[src/sv/tclb_pkg.sv]
// Shared types and constants for the three-channel LED blinker.
// No dependencies; imported by the controller, the datapath and the top level.
package tclb_pkg;

    localparam int CHANNELS   = 3;
    localparam int TICK_BITS  = 32;
    localparam int LED_OUTS   = 3;
    localparam int LED_N      = (CHANNELS < LED_OUTS) ? CHANNELS : LED_OUTS;
    localparam int CHAN_W     = (CHANNELS > 1) ? $clog2(CHANNELS) : 1;

    localparam int RATE_COUNT = 5;
    localparam int RATE_W     = 3;
    localparam int CODE_W     = 3;
    localparam int CODE_BASE  = 2;

    localparam int CFG_W      = 16;
    localparam int CFG_ADDR_W = 1;
    localparam int DEN_W      = CFG_W + 1;
    localparam int Q_W        = 16;

    localparam int PROD_W     = TICK_BITS + CODE_W;
    localparam int DIV_W      = PROD_W + (PROD_W % 2);
    localparam int DIV_STEPS  = DIV_W / 2;
    localparam int STEP_W     = $clog2(DIV_STEPS);

    localparam int DATA_W     = 8;

    localparam logic [CFG_W-1:0] DIVIDER_RESET    = CFG_W'(10000);
    localparam logic [CFG_W-1:0] PHASE_STEP_RESET = CFG_W'(500);

    localparam logic [CFG_ADDR_W-1:0] REG_DIVIDER    = CFG_ADDR_W'(0);
    localparam logic [CFG_ADDR_W-1:0] REG_PHASE_STEP = CFG_ADDR_W'(1);

    typedef enum logic [2:0] {
        ST_IDLE,
        ST_LOAD,
        ST_DIV,
        ST_UPDATE,
        ST_DONE
    } tclb_state_t;

    typedef struct packed {
        logic              accept;
        logic              load;
        logic              step;
        logic              update;
        logic              publish;
        logic [CHAN_W-1:0] chan;
    } tclb_cmd_t;

    typedef struct packed {
        logic out_free;
    } tclb_stat_t;

endpackage

[src/sv/tclb_ctrl.sv]
// Sequencer for the LED blinker: accepts a tick, then walks the channels
// through multiply, divide and LED update. Depends on tclb_pkg.
module tclb_ctrl (
    input  logic                  aclk,
    input  logic                  aresetn,
    input  logic                  s_tvalid,
    output logic                  s_tready,
    input  tclb_pkg::tclb_stat_t  stat,
    output tclb_pkg::tclb_cmd_t   cmd
);
    import tclb_pkg::*;

    tclb_state_t       state_reg, state_next;
    logic [CHAN_W-1:0] chan_reg, chan_next;
    logic [STEP_W-1:0] step_reg, step_next;

    always_ff @(posedge aclk) begin
        if (!aresetn) begin
            state_reg <= ST_IDLE;
            chan_reg  <= '0;
            step_reg  <= '0;
        end else begin
            state_reg <= state_next;
            chan_reg  <= chan_next;
            step_reg  <= step_next;
        end
    end

    always_comb begin
        state_next  = state_reg;
        chan_next   = chan_reg;
        step_next   = step_reg;
        s_tready    = 1'b0;
        cmd         = '0;
        cmd.chan    = chan_reg;
        case (state_reg)
            ST_IDLE: begin
                s_tready = 1'b1;
                if (s_tvalid) begin
                    cmd.accept = 1'b1;
                    chan_next  = '0;
                    state_next = ST_LOAD;
                end
            end
            ST_LOAD: begin
                cmd.load   = 1'b1;
                step_next  = '0;
                state_next = ST_DIV;
            end
            ST_DIV: begin
                cmd.step = 1'b1;
                if (step_reg == STEP_W'(DIV_STEPS - 1)) begin
                    state_next = ST_UPDATE;
                end else begin
                    step_next = step_reg + STEP_W'(1);
                end
            end
            ST_UPDATE: begin
                cmd.update = 1'b1;
                if (chan_reg == CHAN_W'(CHANNELS - 1)) begin
                    state_next = ST_DONE;
                end else begin
                    chan_next  = chan_reg + CHAN_W'(1);
                    state_next = ST_LOAD;
                end
            end
            ST_DONE: begin
                if (stat.out_free) begin
                    cmd.publish = 1'b1;
                    state_next  = ST_IDLE;
                end
            end
            default: begin
                state_next = ST_IDLE;
            end
        endcase
    end

    a_accept_starts: assert property (@(posedge aclk) disable iff (!aresetn)
        cmd.accept |=> (state_reg == ST_LOAD) && (chan_reg == '0))
        else $error("tick accept did not start at the first channel");

    a_step_range: assert property (@(posedge aclk) disable iff (!aresetn)
        (state_reg == ST_DIV) |-> (step_reg < STEP_W'(DIV_STEPS)))
        else $error("divide step counter out of range");

    a_last_chan_done: assert property (@(posedge aclk) disable iff (!aresetn)
        (state_reg == ST_UPDATE) && (chan_reg == CHAN_W'(CHANNELS - 1))
            |=> (state_reg == ST_DONE))
        else $error("last channel update did not finish the tick");

endmodule

[src/sv/tclb_dpath.sv]
// Datapath for the LED blinker: button and channel state, tick counter,
// shared multiply and radix-4 restoring divider, output register. Depends on tclb_pkg.
module tclb_dpath (
    input  logic                            aclk,
    input  logic                            aresetn,
    input  tclb_pkg::tclb_cmd_t             cmd,
    output tclb_pkg::tclb_stat_t            stat,
    input  logic                            rate_button,
    input  logic                            channel_button,
    input  logic                            shift_button,
    input  logic                            cfg_we,
    input  logic [tclb_pkg::CFG_ADDR_W-1:0] cfg_addr,
    input  logic [tclb_pkg::CFG_W-1:0]      cfg_wdata,
    input  logic                            m_tready,
    output logic                            m_tvalid,
    output logic [tclb_pkg::LED_OUTS-1:0]   m_leds
);
    import tclb_pkg::*;

    logic [CFG_W-1:0]     divider_reg, phase_step_reg;
    logic [RATE_W-1:0]    rate_idx_reg, rate_idx_next;
    logic                 rate_held_reg, rate_held_next;
    logic [CHAN_W-1:0]    sel_reg, sel_next;
    logic                 chan_held_reg, chan_held_next;
    logic                 shift_held_reg, shift_held_next;
    logic [TICK_BITS-1:0] tick_reg;
    logic [Q_W-1:0]       phase_reg [CHANNELS];
    logic [RATE_W-1:0]    crate_reg [CHANNELS];
    logic [Q_W-1:0]       lastq_reg [CHANNELS];
    logic [CHANNELS-1:0]  led_reg;

    logic [DIV_W-1:0]     dvd_reg;
    logic [DEN_W-1:0]     rem_reg;
    logic [Q_W-1:0]       quo_reg;

    logic                 out_valid_reg, out_valid_next;
    logic [LED_OUTS-1:0]  out_leds_reg, leds_view;

    logic [CFG_W-1:0]     div_eff;
    logic [DEN_W-1:0]     den;
    logic                 shift_fire;
    logic [TICK_BITS-1:0] sum;
    logic [CODE_W-1:0]    code;
    logic [PROD_W-1:0]    prod;
    logic [DEN_W:0]       t1, t2;
    logic                 ge1, ge2;
    logic [DEN_W-1:0]     r1, r2;

    assign div_eff = (divider_reg == '0) ? CFG_W'(1) : divider_reg;
    assign den     = {div_eff, 1'b0};

    always_comb begin
        rate_idx_next  = rate_idx_reg;
        rate_held_next = rate_held_reg;
        if (rate_button && !rate_held_reg) begin
            rate_idx_next  = (rate_idx_reg == RATE_W'(RATE_COUNT - 1)) ?
                             '0 : rate_idx_reg + RATE_W'(1);
            rate_held_next = 1'b1;
        end else if (!rate_button) begin
            rate_held_next = 1'b0;
        end

        shift_held_next = shift_button;
        shift_fire      = !shift_button && shift_held_reg;

        sel_next       = sel_reg;
        chan_held_next = chan_held_reg;
        if (channel_button && !chan_held_reg) begin
            sel_next       = (sel_reg == CHAN_W'(CHANNELS - 1)) ?
                             '0 : sel_reg + CHAN_W'(1);
            chan_held_next = 1'b1;
        end else if (!channel_button) begin
            chan_held_next = 1'b0;
        end
    end

    assign sum  = tick_reg + TICK_BITS'(phase_reg[cmd.chan]);
    assign code = CODE_W'(crate_reg[cmd.chan]) + CODE_W'(CODE_BASE);
    assign prod = PROD_W'(sum) * PROD_W'(code);

    always_comb begin
        t1  = {rem_reg, dvd_reg[DIV_W-1]};
        ge1 = (t1 >= {1'b0, den});
        r1  = ge1 ? DEN_W'(t1 - {1'b0, den}) : t1[DEN_W-1:0];
        t2  = {r1, dvd_reg[DIV_W-2]};
        ge2 = (t2 >= {1'b0, den});
        r2  = ge2 ? DEN_W'(t2 - {1'b0, den}) : t2[DEN_W-1:0];
    end

    always_ff @(posedge aclk) begin
        if (!aresetn) begin
            divider_reg    <= DIVIDER_RESET;
            phase_step_reg <= PHASE_STEP_RESET;
            rate_idx_reg   <= '0;
            rate_held_reg  <= 1'b0;
            sel_reg        <= '0;
            chan_held_reg  <= 1'b0;
            shift_held_reg <= 1'b0;
            tick_reg       <= '0;
            led_reg        <= '0;
            for (int c = 0; c < CHANNELS; c++) begin
                phase_reg[c] <= '0;
                crate_reg[c] <= '0;
                lastq_reg[c] <= '0;
            end
        end else begin
            if (cfg_we) begin
                case (cfg_addr)
                    REG_DIVIDER:    divider_reg    <= cfg_wdata;
                    REG_PHASE_STEP: phase_step_reg <= cfg_wdata;
                    default: ;
                endcase
            end
            if (cmd.accept) begin
                rate_idx_reg   <= rate_idx_next;
                rate_held_reg  <= rate_held_next;
                sel_reg        <= sel_next;
                chan_held_reg  <= chan_held_next;
                shift_held_reg <= shift_held_next;
                tick_reg       <= tick_reg + TICK_BITS'(1);
                for (int c = 0; c < CHANNELS; c++) begin
                    if (shift_fire && (sel_reg == CHAN_W'(c))) begin
                        phase_reg[c] <= phase_reg[c] + phase_step_reg;
                    end
                    if (sel_next == CHAN_W'(c)) begin
                        crate_reg[c] <= rate_idx_next;
                    end
                end
            end
            if (cmd.update) begin
                for (int c = 0; c < CHANNELS; c++) begin
                    if ((cmd.chan == CHAN_W'(c)) && (quo_reg != lastq_reg[c])) begin
                        led_reg[c]   <= ~led_reg[c];
                        lastq_reg[c] <= quo_reg;
                    end
                end
            end
        end
    end

    always_ff @(posedge aclk) begin
        if (cmd.load) begin
            dvd_reg <= DIV_W'(prod);
            rem_reg <= '0;
            quo_reg <= '0;
        end else if (cmd.step) begin
            dvd_reg <= {dvd_reg[DIV_W-3:0], 2'b00};
            rem_reg <= r2;
            quo_reg <= {quo_reg[Q_W-3:0], ge1, ge2};
        end
    end

    always_comb begin
        leds_view = '0;
        for (int i = 0; i < LED_N; i++) begin
            leds_view[i] = led_reg[i];
        end
    end

    assign stat.out_free = !out_valid_reg || m_tready;

    always_comb begin
        out_valid_next = out_valid_reg;
        if (cmd.publish) begin
            out_valid_next = 1'b1;
        end else if (m_tready) begin
            out_valid_next = 1'b0;
        end
    end

    always_ff @(posedge aclk) begin
        if (!aresetn) begin
            out_valid_reg <= 1'b0;
        end else begin
            out_valid_reg <= out_valid_next;
        end
    end

    always_ff @(posedge aclk) begin
        if (cmd.publish) begin
            out_leds_reg <= leds_view;
        end
    end

    assign m_tvalid = out_valid_reg;
    assign m_leds   = out_leds_reg;

    a_publish_free: assert property (@(posedge aclk) disable iff (!aresetn)
        cmd.publish |-> (!out_valid_reg || m_tready))
        else $error("result written over a word not yet taken");

    a_rem_bound: assert property (@(posedge aclk) disable iff (!aresetn)
        cmd.step |=> (rem_reg < den))
        else $error("divider remainder not below divisor");

endmodule

[src/sv/three_channel_led_blinker.sv]
// Top level of the three-channel LED blinker: stream ports, config port,
// controller and datapath. Depends on tclb_pkg, tclb_ctrl and tclb_dpath.
//
// Each accepted input word is one tick. The block accepts the tick, then for
// each channel forms (tick + phase) * code, runs the shared restoring divider
// at two quotient bits per cycle over the 36-bit dividend built from the
// 35-bit product, and updates the LED; it then publishes the LED word. The
// divider is shared by the channels in turn, so one tick is processed at a
// time. The result word sits in an output register, so the next tick is
// accepted while the previous LED word waits.
module three_channel_led_blinker (
    input  logic                            aclk,
    input  logic                            aresetn,
    input  logic                            s_tvalid,
    output logic                            s_tready,
    input  logic [tclb_pkg::DATA_W-1:0]     s_tdata,  // rate_button, channel_button, shift_button
    output logic                            m_tvalid,
    input  logic                            m_tready,
    output logic [tclb_pkg::DATA_W-1:0]     m_tdata,  // led_green, led_red, led_blue
    input  logic                            cfg_we,
    input  logic [tclb_pkg::CFG_ADDR_W-1:0] cfg_addr,
    input  logic [tclb_pkg::CFG_W-1:0]      cfg_wdata
);
    import tclb_pkg::*;

    tclb_cmd_t           cmd;
    tclb_stat_t          stat;
    logic [LED_OUTS-1:0] leds;

    tclb_ctrl u_ctrl (
        .aclk     (aclk),
        .aresetn  (aresetn),
        .s_tvalid (s_tvalid),
        .s_tready (s_tready),
        .stat     (stat),
        .cmd      (cmd)
    );

    tclb_dpath u_dpath (
        .aclk           (aclk),
        .aresetn        (aresetn),
        .cmd            (cmd),
        .stat           (stat),
        .rate_button    (s_tdata[0]),
        .channel_button (s_tdata[1]),
        .shift_button   (s_tdata[2]),
        .cfg_we         (cfg_we),
        .cfg_addr       (cfg_addr),
        .cfg_wdata      (cfg_wdata),
        .m_tready       (m_tready),
        .m_tvalid       (m_tvalid),
        .m_leds         (leds)
    );

    assign m_tdata = {{(DATA_W - LED_OUTS){1'b0}}, leds};

endmodule
[config.mk]
export PLATFORM = sky130hd
export DESIGN_NAME = three_channel_led_blinker
export DESIGN_NICKNAME = d
export VERILOG_FILES = /design/src/sv/tclb_pkg.sv /design/src/sv/tclb_ctrl.sv /design/src/sv/tclb_dpath.sv /design/src/sv/three_channel_led_blinker.sv
export SDC_FILE = /design/constraint.sdc
export NUM_CORES = 1
export LEC_CHECK = 0
export BUFFER_PORTS_ARGS = -buffer_cell sky130_fd_sc_hd__buf_4
export CAP_MARGIN = 15
export CORE_ASPECT_RATIO = 2
export CORE_MARGIN = 2
export CORE_UTILIZATION = 44
export CTS_CLUSTER_SIZE = 28
export DETAILED_ROUTE_END_ITERATION = 8
export GPL_ROUTABILITY_DRIVEN = 0
export GPL_TIMING_DRIVEN = 0
export RECOVER_POWER = 50
export SLEW_MARGIN = 15
export SYNTH_ARGS = -nofsm -noshare
export SYNTH_HDL_FRONTEND = slang
export SYNTH_SLANG_ARGS = --single-unit
[constraint.sdc]
create_clock -name aclk -period 17.75 [get_ports aclk]
set_input_delay 1.775 -clock aclk [delete_from_list [all_inputs] [get_ports aclk]]
set_output_delay 1.775 -clock aclk [all_outputs]
set_load 0.02 [all_outputs]
* Yosys cells after proc, flatten, opt, wreduce, memory -nomap -nowiden
Memories as Yosys holds them, arrays and structs flattened. A register that Yosys moved wholly into a read port is not among the register bits.
Cells that the tools add are included.
** Storage, ports and cells
- Register bits after elaboration :: 158
- RAM bits :: 105
- Output and inout port bits :: 10
- Memories kept :: 3
- Word-level logic and storage cells :: 189
- Input bits :: 30
** Memories
- u_dpath.lastq_reg :: depth 3, bits a word 16, rd ports 3, clocked after Yosys merged registers in 0, write ports 3, line tclb_dpath.sv:29 : logic [Q_W-1:0] lastq_reg [CHANNELS];
- u_dpath.phase_reg :: depth 3, bits a word 16, rd ports 4, clocked after Yosys merged registers in 1, write ports 3, line tclb_dpath.sv:27 : logic [Q_W-1:0] phase_reg [CHANNELS];
- u_dpath.crate_reg :: depth 3, bits a word 3, rd ports 1, clocked after Yosys merged registers in 1, write ports 3, line tclb_dpath.sv:28 : logic [RATE_W-1:0] crate_reg [CHANNELS];
** Operators by class
- Equality and inequality tests :: 22
- $lt $le $gt $ge :: 2
- Multiplexer cells :: 83
- Reductions and logical operators :: 33
- Bitwise logic cells :: 13
- Multiply operators :: 1
- $add $sub $neg :: 12
** Operator list (number)
- 2-to-1 mux 16 bit :: 7
- 2-to-1 mux 35 bit :: 2
- 2-to-1 mux 1 bit :: 51
- adder 16 bit :: 3
- inequality test 16 bit :: 3
- greater-or-equal comparator 18 x 17 -> 1 bit :: 2
- multiplier 32 x 3 -> 35 bit :: 1
- 2-to-1 mux 17 bit :: 2
- subtractor 17 bit :: 2
- adder 32 x 1 -> 32 bit, second input constant :: 1
- adder 32 x 16 -> 32 bit :: 1
- 2-to-1 mux 3 bit :: 9
- logical NOT 16 bit :: 1
- 2-to-1 mux 2 bit :: 8
- AND reduction 2 bit :: 8
- case mux 3 bit (5 select lines) :: 1
- case mux 5 bit (2 select lines) :: 1
- logical AND 1 bit :: 9
- bitwise OR 1 bit :: 9
- inequality test 2 bit, second input constant :: 4
- nonzero test 2 bit :: 4
- == test 2 x 1 -> 1 bit, second input constant :: 3
- == test 2 bit, second input constant :: 3
- == test 3 x 2 -> 1 bit, second input constant :: 2
- other kinds (16) :: 29

* Logic depth before layout (Yosys ltp)
Gate-level depths: netlist of the first run.
- Depth after elaboration :: 9
- Depth in mapped cells :: 25
- Mapped depth without buffers :: 23

* Cells and area by module
From an unflattened synthesis of the first run, not the netlist that was laid out.
** Second synthesis, totals
- Cell total of the unflattened synthesis :: 2101
- Area, all modules :: 19009.5 um2
** Modules (own cells, without submodules)
- tclb_dpath :: seq. area each 6496.2 um2, cells an instance 2028, area each 18391.4 um2, instances 1
- tclb_ctrl :: seq. area each 200.2 um2, cells an instance 67, area each 576.8 um2, instances 1
- three_channel_led_blinker :: seq. area each 0.0 um2, cells an instance 6, area each 41.3 um2, instances 1

* Least setup slack after synthesis of the first run
No wires, ideal clock.
- Path type :: register to register
- Start :: register with a tool-made name
- End :: register u_dpath.dvd_reg[27], data pin
- Stages on the path, launching flop included :: 25
- Setup time :: 0.267 ns
- Data required time :: 17.483 ns
- Arrival :: 5.886 ns
- Path slack :: 11.597 ns
- Path through :: dfxtp_1 > clkbuf_1 > clkbuf_1 > mux2i_1 > o21ai_0 > ha_1 > fa_1 > a211oi_1 > o21ai_0 > a31o_2 > a21oi_1 > o31ai_2 > xor2_1 > nand2_1 > fa_1 > inv_1 > ha_1 > a21oi_1 > o21ai_0 > o41ai_1 > o21bai_1 > a41o_1 > a211oi_1 > xor2_1 > o21ai_0
** RTL lines
- to (signal assigned) :: line tclb_dpath.sv:143 : dvd_reg <= DIV_W'(prod);
- to (signal assigned) :: line tclb_dpath.sv:147 : dvd_reg <= {dvd_reg[DIV_W-3:0], 2'b00};
- to (decl) :: line tclb_dpath.sv:32 : logic [DIV_W-1:0] dvd_reg;

==> impl_metrics.ini, run 1 <==
[status]
status = finished clean

[floorplanning]
die_y_um = 294.8
start_util = 0.4453
fp.dieArea_um2 = 44040
die_w_um = 149.4
core_um2 = 41780
io_pins = 40
rows = 106

[routing]
avgViaCountPerCell = 5.550
wl_um = 49970
drt_iter0_markers = 749
firstDrtPassIters = 5
vias = 15000
drt-wirelength-per-cell_um = 18.49
post-route-drc-count = 0
ant_nets = 0

[layout]
fin_util = 0.4881
antennaDiodeCount = 0
num-nets-final = 2343
seqCellArea_um2 = 6736
drive_above_1_share = 0.05689
multi_input_area_um2 = 10950
fillers = 4089
syn_to_final_growth_pct = 9.632

[sta]
max_freq_mhz = 120.8
maxSlewViolCount = 0
skew_ns = 0.01269
rsz0062_at_grt = no
hold_viol = 0
fin_crit_sh = 0.4664
setup_viol = 0
layout_setup_ws_ns = 9.472
timing.slew.headroom = 0.03738
fin_setup_tns_ns = 0
tightest_slew_ns = 1.429
finalCriticalPeriod_ns = 8.278

[yosys]
synth-main-ff-cell = edfxtp_1
yosysTopAreaCell = edfxtp_1
synth_top_area_share = 0.2308
syn_area_um2 = 18600
syn_inst = 2077
async_flop_share = 0
ys_types = 93
yosysSeqAreaShare = 0.3621
ys_seq_elements = 265
ys_warn_count = 0
synth_edf_count = 143
yosys-top-cells-area = edfxtp_1 23%, dfxtp_1 13%, ha_1 9.1%
synth_common_cells = 284 x nand2_1, 147 x nor2_1, 143 x edfxtp_1, 135 x ha_1, 127 x a21oi_1
avgSynthCellArea_um2 = 8.956
synth_most_common_cell = nand2_1

[clock_network]
insertion_delay_ns = 0.58
cts_setup_buffers = 0
htreeDepth = 1
tritoncts.num_buffers = 27
clk_pin_slew_ns = 0.07
cts_hold_buf = 0
cts.repair.resized = 0
cts_tree = built
clock_path_buffers = 3
cts_sinks = 265
ctsRootBufferMaster = clkbuf_16

[global_routing]
grt_usage = 0.2284
gr-total-overflow = 0
grt_pass1_vias = 15490
antenna_found_initial = 0
grt_max_degree = 39
grt_pass1_wl_um = 79550

[setup_path]
critical-path-top-delay-family = compound AO/OA/AOI/OAI gates
end_kind = flop
critPathLaunchType = flop
slowest_delay_ns = 0.83
path_class = flop to flop
critPathMaxFanout = 10
crit_buf_inv = 3
critical_path.slowest_cell = clkbuf_1
worstPathRequired_ns = 18.06
cp.arrival_ns = 8.59
crit_top_cell = o21ai_0

[pwr]
p_leak_nw = 8.434
cellPowerDensity_nw_per_um2 = 119.1
vdd_drop_max_v = 0.00008954

[run]
cap_viol_max_count = 0

[worst_hold_path]
hold_class = flop to flop

[placed_design]
io_buffer_count = 28
hpwl_um = 40380
pre_cts_ws_ns = 9.287
## worst reg2reg max path: cells and delay by family (launching register included)
family / cells / cell delay [ns]
AOI/OAI and AO/OA: 14 / 4.05
xor gates and xnor gates: 1 / 0.27
adders and majority gates: 4 / 1.43
buffers and inverters: 3 / 1.52
DFF: 1 / 0.30
muxes: 1 / 0.16
and+or+nand+nor: 2 / 0.29
## metal layers
| layer | vias up | track usage | share of wire |
|---|---|---|---|
| met5 | - | 0 | 0 |
| met4 | 0 | 0.1117 | 0.051 |
| met3 | 120 | 0.01889 | 0.024 |
| met2 | 250 | 0.4652 | 0.57 |
| met1 | 7165 | 0.2220 | 0.36 |
| li1 | 7461 | - | - |
## per-stage QoR
stage                     instance area, µm²  total power, mW  hold WS (ns)  std cells
after global routing                   20390            2.578        0.4652       2702
after global placement                 19500            1.828        0.4424       2649
after floorplan                        18620            1.573        0.4178       2081
final                                  20390            2.429        0.4537       2702
after detailed placement               19570            1.848        0.4455       2652
after CTS                              20460            2.435        0.4508       2702
## cell type report
type	instances	area share
clock inverters	12	0.004540
well taps	540	0.03313
multi-input cells	1597	0.5370
inverters	127	0.02338
clock buffers	38	0.03896
flip-flops and latches	265	0.3303
plain buffers	92	0.02166
repair buffers	31	0.01104
## placed cells by master (no fill, tap or decap), drive strengths merged, types with 6 or more instances in the layout
cell type and instances:
dfxtp 122, and3 22, mux2i 22, o21bai 14
nand3b 8, nor3 45, a21oi 128, or2 10
o211ai 20, nand4 21, o21ai 124, a31oi 9
or3 21, a32oi 6, nor4 19, inv 132
nand2 285, fa 37, nor2 147, edfxtp 143
nand3 49, buf 40, clkbuf 120, a22o 16
a211oi 23, a21o 28, o21a 14, o31ai 10
a31o 9, xnor2 73, xor2 120, and2 40
ha 135, a21boi 12, nand2b 24, nor2b 22
## power by group
group          internal [mW]  leakage (nW)  switching (mW)
clock                  0.317         0.441           0.264
combinational          0.402          5.55           0.643
sequential             0.755          2.44          0.0474
## final timing paths
path	start	end	slack, ns	depth (start not counted)
hold / removal	u_dpath.led_reg[1]	u_dpath.m_leds[1]	0.45	0
setup reg to reg	flop	u_dpath.dvd_reg[33]	9.47	25
hold reg to reg	u_dpath.led_reg[1]	u_dpath.m_leds[1]	0.45	0
setup / recovery	flop	u_dpath.dvd_reg[33]	9.47	25
## kinds of logic after synthesis
group | share of synthesized area
AND/OR/NAND/NOR | 0.1868
multiplexers | 0.01386
adder cells (fa/ha/maj) | 0.1306
flip-flops | 0.3621
other | 0.0002016
buffers and inverters | 0.04964
AO/OA/AOI/OAI | 0.1659
XOR/XNOR | 0.09087
No activity file was read; power rests on OpenSTA's default activity.
==> run 2: changes to the inputs <==
==> constraint.sdc (replaced) <==
create_clock -name aclk -period 7 [get_ports aclk]
set_input_delay 0.7 -clock aclk [delete_from_list [all_inputs] [get_ports aclk]]
set_output_delay 0.7 -clock aclk [all_outputs]
set_load 0.02 [all_outputs]
==> run 2 against run 1 <==
Against the previous run:
- clock skew increased by 0.00090 ns
- non-clock buffer count fell by 2
- clock power rose to 2.5 times the previous value
- largest cell class unchanged
- highest routed layer unchanged
==> impl_metrics.ini, run 2 (synthesis results as in run 1) <==
[setup_path]
cp.arrival_ns = 6.95
slowest_delay_ns = 0.55
crit_top_cell = o21ai_0
cp_cell_sequence = clkbuf_1, o21ai_0, ha_1, a211oi_1, o21ai_0, a21oi_1, o21ai_0, o311ai_4, a21boi_0, xor2_1, nand2_1, fa_1, inv_1, ha_1, and3_1, nor2b_1, nand3_1, a211oi_1, o21ai_0, a21boi_0, nor3_1, o31ai_2
worstPathRequired_ns = 7.35
critPathLaunchType = flop
path_class = flop to flop
critPathMaxFanout = 11
end_kind = flop
critical_path.slowest_cell = fa_1

[sta]
setup_viol = 0
holdWs_ns = 0.3557
finalCriticalPeriod_ns = 6.603
max_freq_mhz = 151.5
rsz0062_at_grt = no
layout_setup_ws_ns = 0.3972
maxSlewViolCount = 0
tightest_slew_ns = 1.418
skew_ns = 0.01360
fin_crit_sh = 0.9433
fin_setup_tns_ns = 0
hold_viol = 0
timing.slew.headroom = 0.05335

[routing]
ant_nets = 0
firstDrtPassIters = 5
avgViaCountPerCell = 5.543
drt_iter0_markers = 770
wl_um = 49970
post-route-drc-count = 0
drt-wirelength-per-cell_um = 18.51
vias = 14970

[clock_network]
clk_pin_slew_ns = 0.07
tritoncts.num_buffers = 27
cts_setup_buffers = 0
cts_tree = built
insertion_delay_ns = 0.58
clock_path_buffers = 3
cts_sinks = 265
htreeDepth = 1
ctsRootBufferMaster = clkbuf_16

[pwr]
vdd_drop_max_v = 0.0002294
p_leak_nw = 8.409
cellPowerDensity_nw_per_um2 = 301.6

[run]
cap_viol_max_count = 0

[status]
status = finished clean

[floorplanning]
rows = 106
fp.dieArea_um2 = 44040
core_um2 = 41780
start_util = 0.4453
io_pins = 40
die_w_um = 149.4
die_y_um = 294.8

[global_routing]
grt_max_degree = 39
grt_usage = 0.2285
grt_pass1_wl_um = 79580
gr-total-overflow = 0
antenna_found_initial = 0
grt_pass1_vias = 15500

[placed_design]
pre_cts_ws_ns = -1.463
io_buffer_count = 28
placed_cells = 2652
hpwl_um = 40380

[layout]
fin_util = 0.4881
layout_common_cells = 284 x nand2_1, 147 x nor2_1, 143 x edfxtp_1
antennaDiodeCount = 0
mostFrequentLayoutCell = nand2_1
drive_above_1_share = 0.05787
syn_to_final_growth_pct = 9.612
num-nets-final = 2341
final_cells = 2700
fillers = 4090

[worst_hold_path]
hold_class = input port to flop
run 2: changes by cell type in the layout (fill, tap and decap cells not counted), sizes merged:
cell / previous run / this run
buf: 40 / 38
run 2: layout make-up:
class / count / area (µm²) / share of cell area
inverters: 127 / 476.7 / 0.02338
plain buffers: 90 / 436.7 / 0.02142
clock inverters: 12 / 92.59 / 0.004541
clock buffers: 38 / 794.5 / 0.03897
repair buffers: 31 / 202.7 / 0.009941
flip-flops and latches: 265 / 6741 / 0.3306
multi-input cells: 1597 / 10970 / 0.5380
well taps: 540 / 675.6 / 0.03314
run 2: path summary, 6_finish.rpt:
check,start,end,slack [ns],cells past startpoint
max,flop,u_dpath.dvd_reg[33],0.40,22
min,cfg_wdata[6],u_dpath.phase_step_reg[6],0.36,3
max reg2reg,flop,u_dpath.dvd_reg[33],0.40,22
min reg2reg,u_dpath.led_reg[1],u_dpath.m_leds[1],0.45,0
run 2: worst max-delay path: cells and delay by family (launching register included):
| kind | cells | cell delay, ns |
|---|---|---|
| adder cells (fa/ha/maj) | 3 | 1.34 |
| XOR/XNOR | 1 | 0.26 |
| buffers and inverters | 2 | 0.45 |
| AO/OA/AOI/OAI | 11 | 3.06 |
| AND/OR/NAND/NOR | 5 | 0.77 |
| flip-flops | 1 | 0.48 |
run 2: metrics by stage:
| stage | total power [mW] | area [µm²] |
|---|---|---|
| floorplan | 3.988 | 18620 |
| global placement | 4.636 | 19500 |
| detailed placement | 4.686 | 19570 |
| CTS | 6.178 | 20490 |
| global route | 6.531 | 20390 |
| finish | 6.149 | 20390 |
run 2: repair_timing:
item                       CTS  global route
hold endpoints to repair     0             0
resized for setup           10             5
pin swaps                    0             1
setup endpoints to repair   19            11
hold buffers                 0             0
run 2: layer usage:
metal | global-route usage | part of all wire
met1 | 0.2223 | 0.36
met2 | 0.4651 | 0.57
met3 | 0.01889 | 0.022
met4 | 0.1117 | 0.052
met5 | 0 | 0
run 2: report_power, final:
group	leakage (nW)	total, mW	internal (mW)	switching, mW
sequential	2.45	2.04	1.91	0.122
clock	0.441	1.47	0.804	0.670
combinational	5.52	2.64	1.01	1.63
==> run 3: changes to the inputs <==
--- a/config.mk
+++ b/config.mk
@@ -10,7 +10,6 @@
 export CORE_ASPECT_RATIO = 2
 export CORE_MARGIN = 2
 export CORE_UTILIZATION = 44
-export CTS_CLUSTER_SIZE = 28
 export DETAILED_ROUTE_END_ITERATION = 8
 export GPL_ROUTABILITY_DRIVEN = 0
 export GPL_TIMING_DRIVEN = 0
==> constraint.sdc (replaced) <==
create_clock -name aclk -period 8.5 [get_ports aclk]
set_input_delay 0.85 -clock aclk [delete_from_list [all_inputs] [get_ports aclk]]
set_output_delay 0.85 -clock aclk [all_outputs]
set_load 0.02 [all_outputs]
==> run 3 against run 2 <==
Against the previous run:
- cell count about the same
- via count up 0.31%
- sequential share of layout area about the same
- combinational power down 17%
- worst setup slack better by 0.14 ns
- sequential power down 18%
- clock power down 18%
- power down 18%
- clock skew about the same
==> impl_metrics.ini, run 3 (synthesis results as in run 1) <==
[pwr]
internal_power_mw = 3.073
p_seq_frac = 0.331
switchingPower_mw = 1.992
switching_share = 0.3933
cellPowerDensity_nw_per_um2 = 249.0
power.share.clock = 0.240
vdd_drop_max_v = 0.0001870
p_leak_nw = 8.391
power_mw = 5.066
power_frac_comb = 0.430

[floorplanning]
die_y_um = 294.8
fp.dieArea_um2 = 44040
start_util = 0.4453
die_w_um = 149.4
rows = 106
io_pins = 40
core_um2 = 41780

[global_routing]
use_met3 = 0.01889
grt-busiest-layer = met2
grt_pass1_vias = 15490
grt.met2_usage = 0.4652
grt_usage = 0.2284
grt_pass1_wl_um = 79550
met1_usage = 0.2220
antenna_found_initial = 0
grt_max_degree = 39
gr-total-overflow = 0

[routing]
drt_iter0_markers = 749
avgViaCountPerCell = 5.556
post-route-drc-count = 0
wl_um = 49950
vias = 15010
firstDrtPassIters = 5
drt-wirelength-per-cell_um = 18.49
ant_nets = 0

[sta]
layout_setup_ws_ns = 0.5333
skew_ns = 0.01378
fin_setup_tns_ns = 0
timing.slew.headroom = 0.04986
hold_viol = 0
rsz0062_at_grt = no
setup_viol = 0
finalCriticalPeriod_ns = 7.967
maxSlewViolCount = 0
fin_crit_sh = 0.9373
tightest_slew_ns = 1.424
max_freq_mhz = 125.5

[setup_path]
critPathMaxFanout = 10
slowest_delay_ns = 0.64
crit_buf_inv = 3
cp.arrival_ns = 8.27
rr_worst_depth = 25
critical-path-top-delay-family = compound AO/OA/AOI/OAI gates
cp_num_cells = 25
critical_path.slowest_cell = clkbuf_1
crit_top_cell = o21ai_0
path_class = flop to flop
worstPathRequired_ns = 8.80
critPathLaunchType = flop
end_kind = flop

[layout]
syn_to_final_growth_pct = 9.383
final_cells = 2702
drive_above_1_share = 0.05458
num-nets-final = 2343
antennaDiodeCount = 0
mostFrequentLayoutCell = nand2_1
layout_common_cells = 284 x nand2_1, 147 x nor2_1, 143 x edfxtp_1
fin_util = 0.4870

[placed_design]
hpwl_um = 40380
pre_cts_ws_ns = 0.03679
placed_cells = 2652
io_buffer_count = 28

[clock_network]
ctsRootBufferMaster = clkbuf_16
clk_pin_slew_ns = 0.07
cts_sinks = 265
insertion_delay_ns = 0.58
cts_tree = built
htreeDepth = 1
clock_path_buffers = 3
tritoncts.num_buffers = 27
cts_setup_buffers = 0

[worst_hold_path]
hold_class = flop to flop
hold_path_depth = 0

[status]
status = finished clean

[run]
cap_viol_max_count = 0
-- run 3: changes by cell type in the layout (fill, tap and decap cells not counted), sizes merged --
| cell | before | now |
|---|---|---|
| buf | 38 | 37 |
| clkbuf | 120 | 123 |
-- run 3: final cells by class --
class                      instances  area, µm²
fill                            4100      21430
clock inverter                    12      92.59
buffer                            92      440.4
timing repair buffer              31      202.7
inverter                         127      476.7
multi-input combinational       1597      10930
sequential                       265       6736
tap                              540      675.6
clock buffer                      38      794.5
-- run 3: worst register-to-register path, stage by stage (launching register included) --
cell	delay (ns)
dfxtp_1	0.30
clkbuf_1	0.64
clkbuf_2	0.55
mux2i_1	0.14
o21ai_0	0.54
ha_1	0.33
fa_1	0.25
a211oi_1	0.11
o21ai_0	0.36
a31o_2	0.24
a21oi_1	0.10
o31ai_2	0.63
nand3_1	0.18
xnor2_1	0.27
nand2_1	0.11
fa_1	0.49
inv_1	0.04
ha_1	0.36
a21oi_1	0.24
o21ai_0	0.20
o41ai_1	0.48
o22ai_1	0.19
o21ai_0	0.18
a21boi_0	0.13
o21a_1	0.19
o31ai_1	0.46
-- run 3: worst paths after layout --
path                              end                from  slack (ns)
setup / recovery  u_dpath.dvd_reg[33]                flop        0.53
hold / removal      u_dpath.m_leds[1]  u_dpath.led_reg[1]        0.45
setup reg to reg  u_dpath.dvd_reg[33]                flop        0.53
hold reg to reg     u_dpath.m_leds[1]  u_dpath.led_reg[1]        0.45
-- run 3: stage by stage --
stage | instance area, µm² | hold slack (ns)
3_3_place_gp | 19500 | 0.4424
3_5_place_dp | 19570 | 0.4455
5_1_grt | 20350 | 0.4652
4_1_cts | 20460 | 0.4508
6_report | 20350 | 0.4525
2_1_floorplan | 18620 | 0.4178
-- run 3: timing repair --
action / CTS / global route
hold buffers: 0 / 0
gates resized for setup: 0 / 3
setup endpoints to repair: 0 / 6
-- run 3: power by group through the flow --
stage	clock network, mW	logic (mW)	registers, mW
finish	1.21	2.18	1.68
floorplan	0	1.62	1.66
global placement	0	2.12	1.70
global route	1.28	2.41	1.69
CTS	1.24	2.17	1.67
detailed placement	0	2.16	1.70
-- run 3: routing by layer --
| metal | wire (µm) | part of all wire |
|---|---|---|
| met5 | 0 | 0 |
| met4 | 2577 | 0.052 |
| met3 | 1226 | 0.025 |
| met2 | 28360 | 0.57 |
| met1 | 17790 | 0.36 |
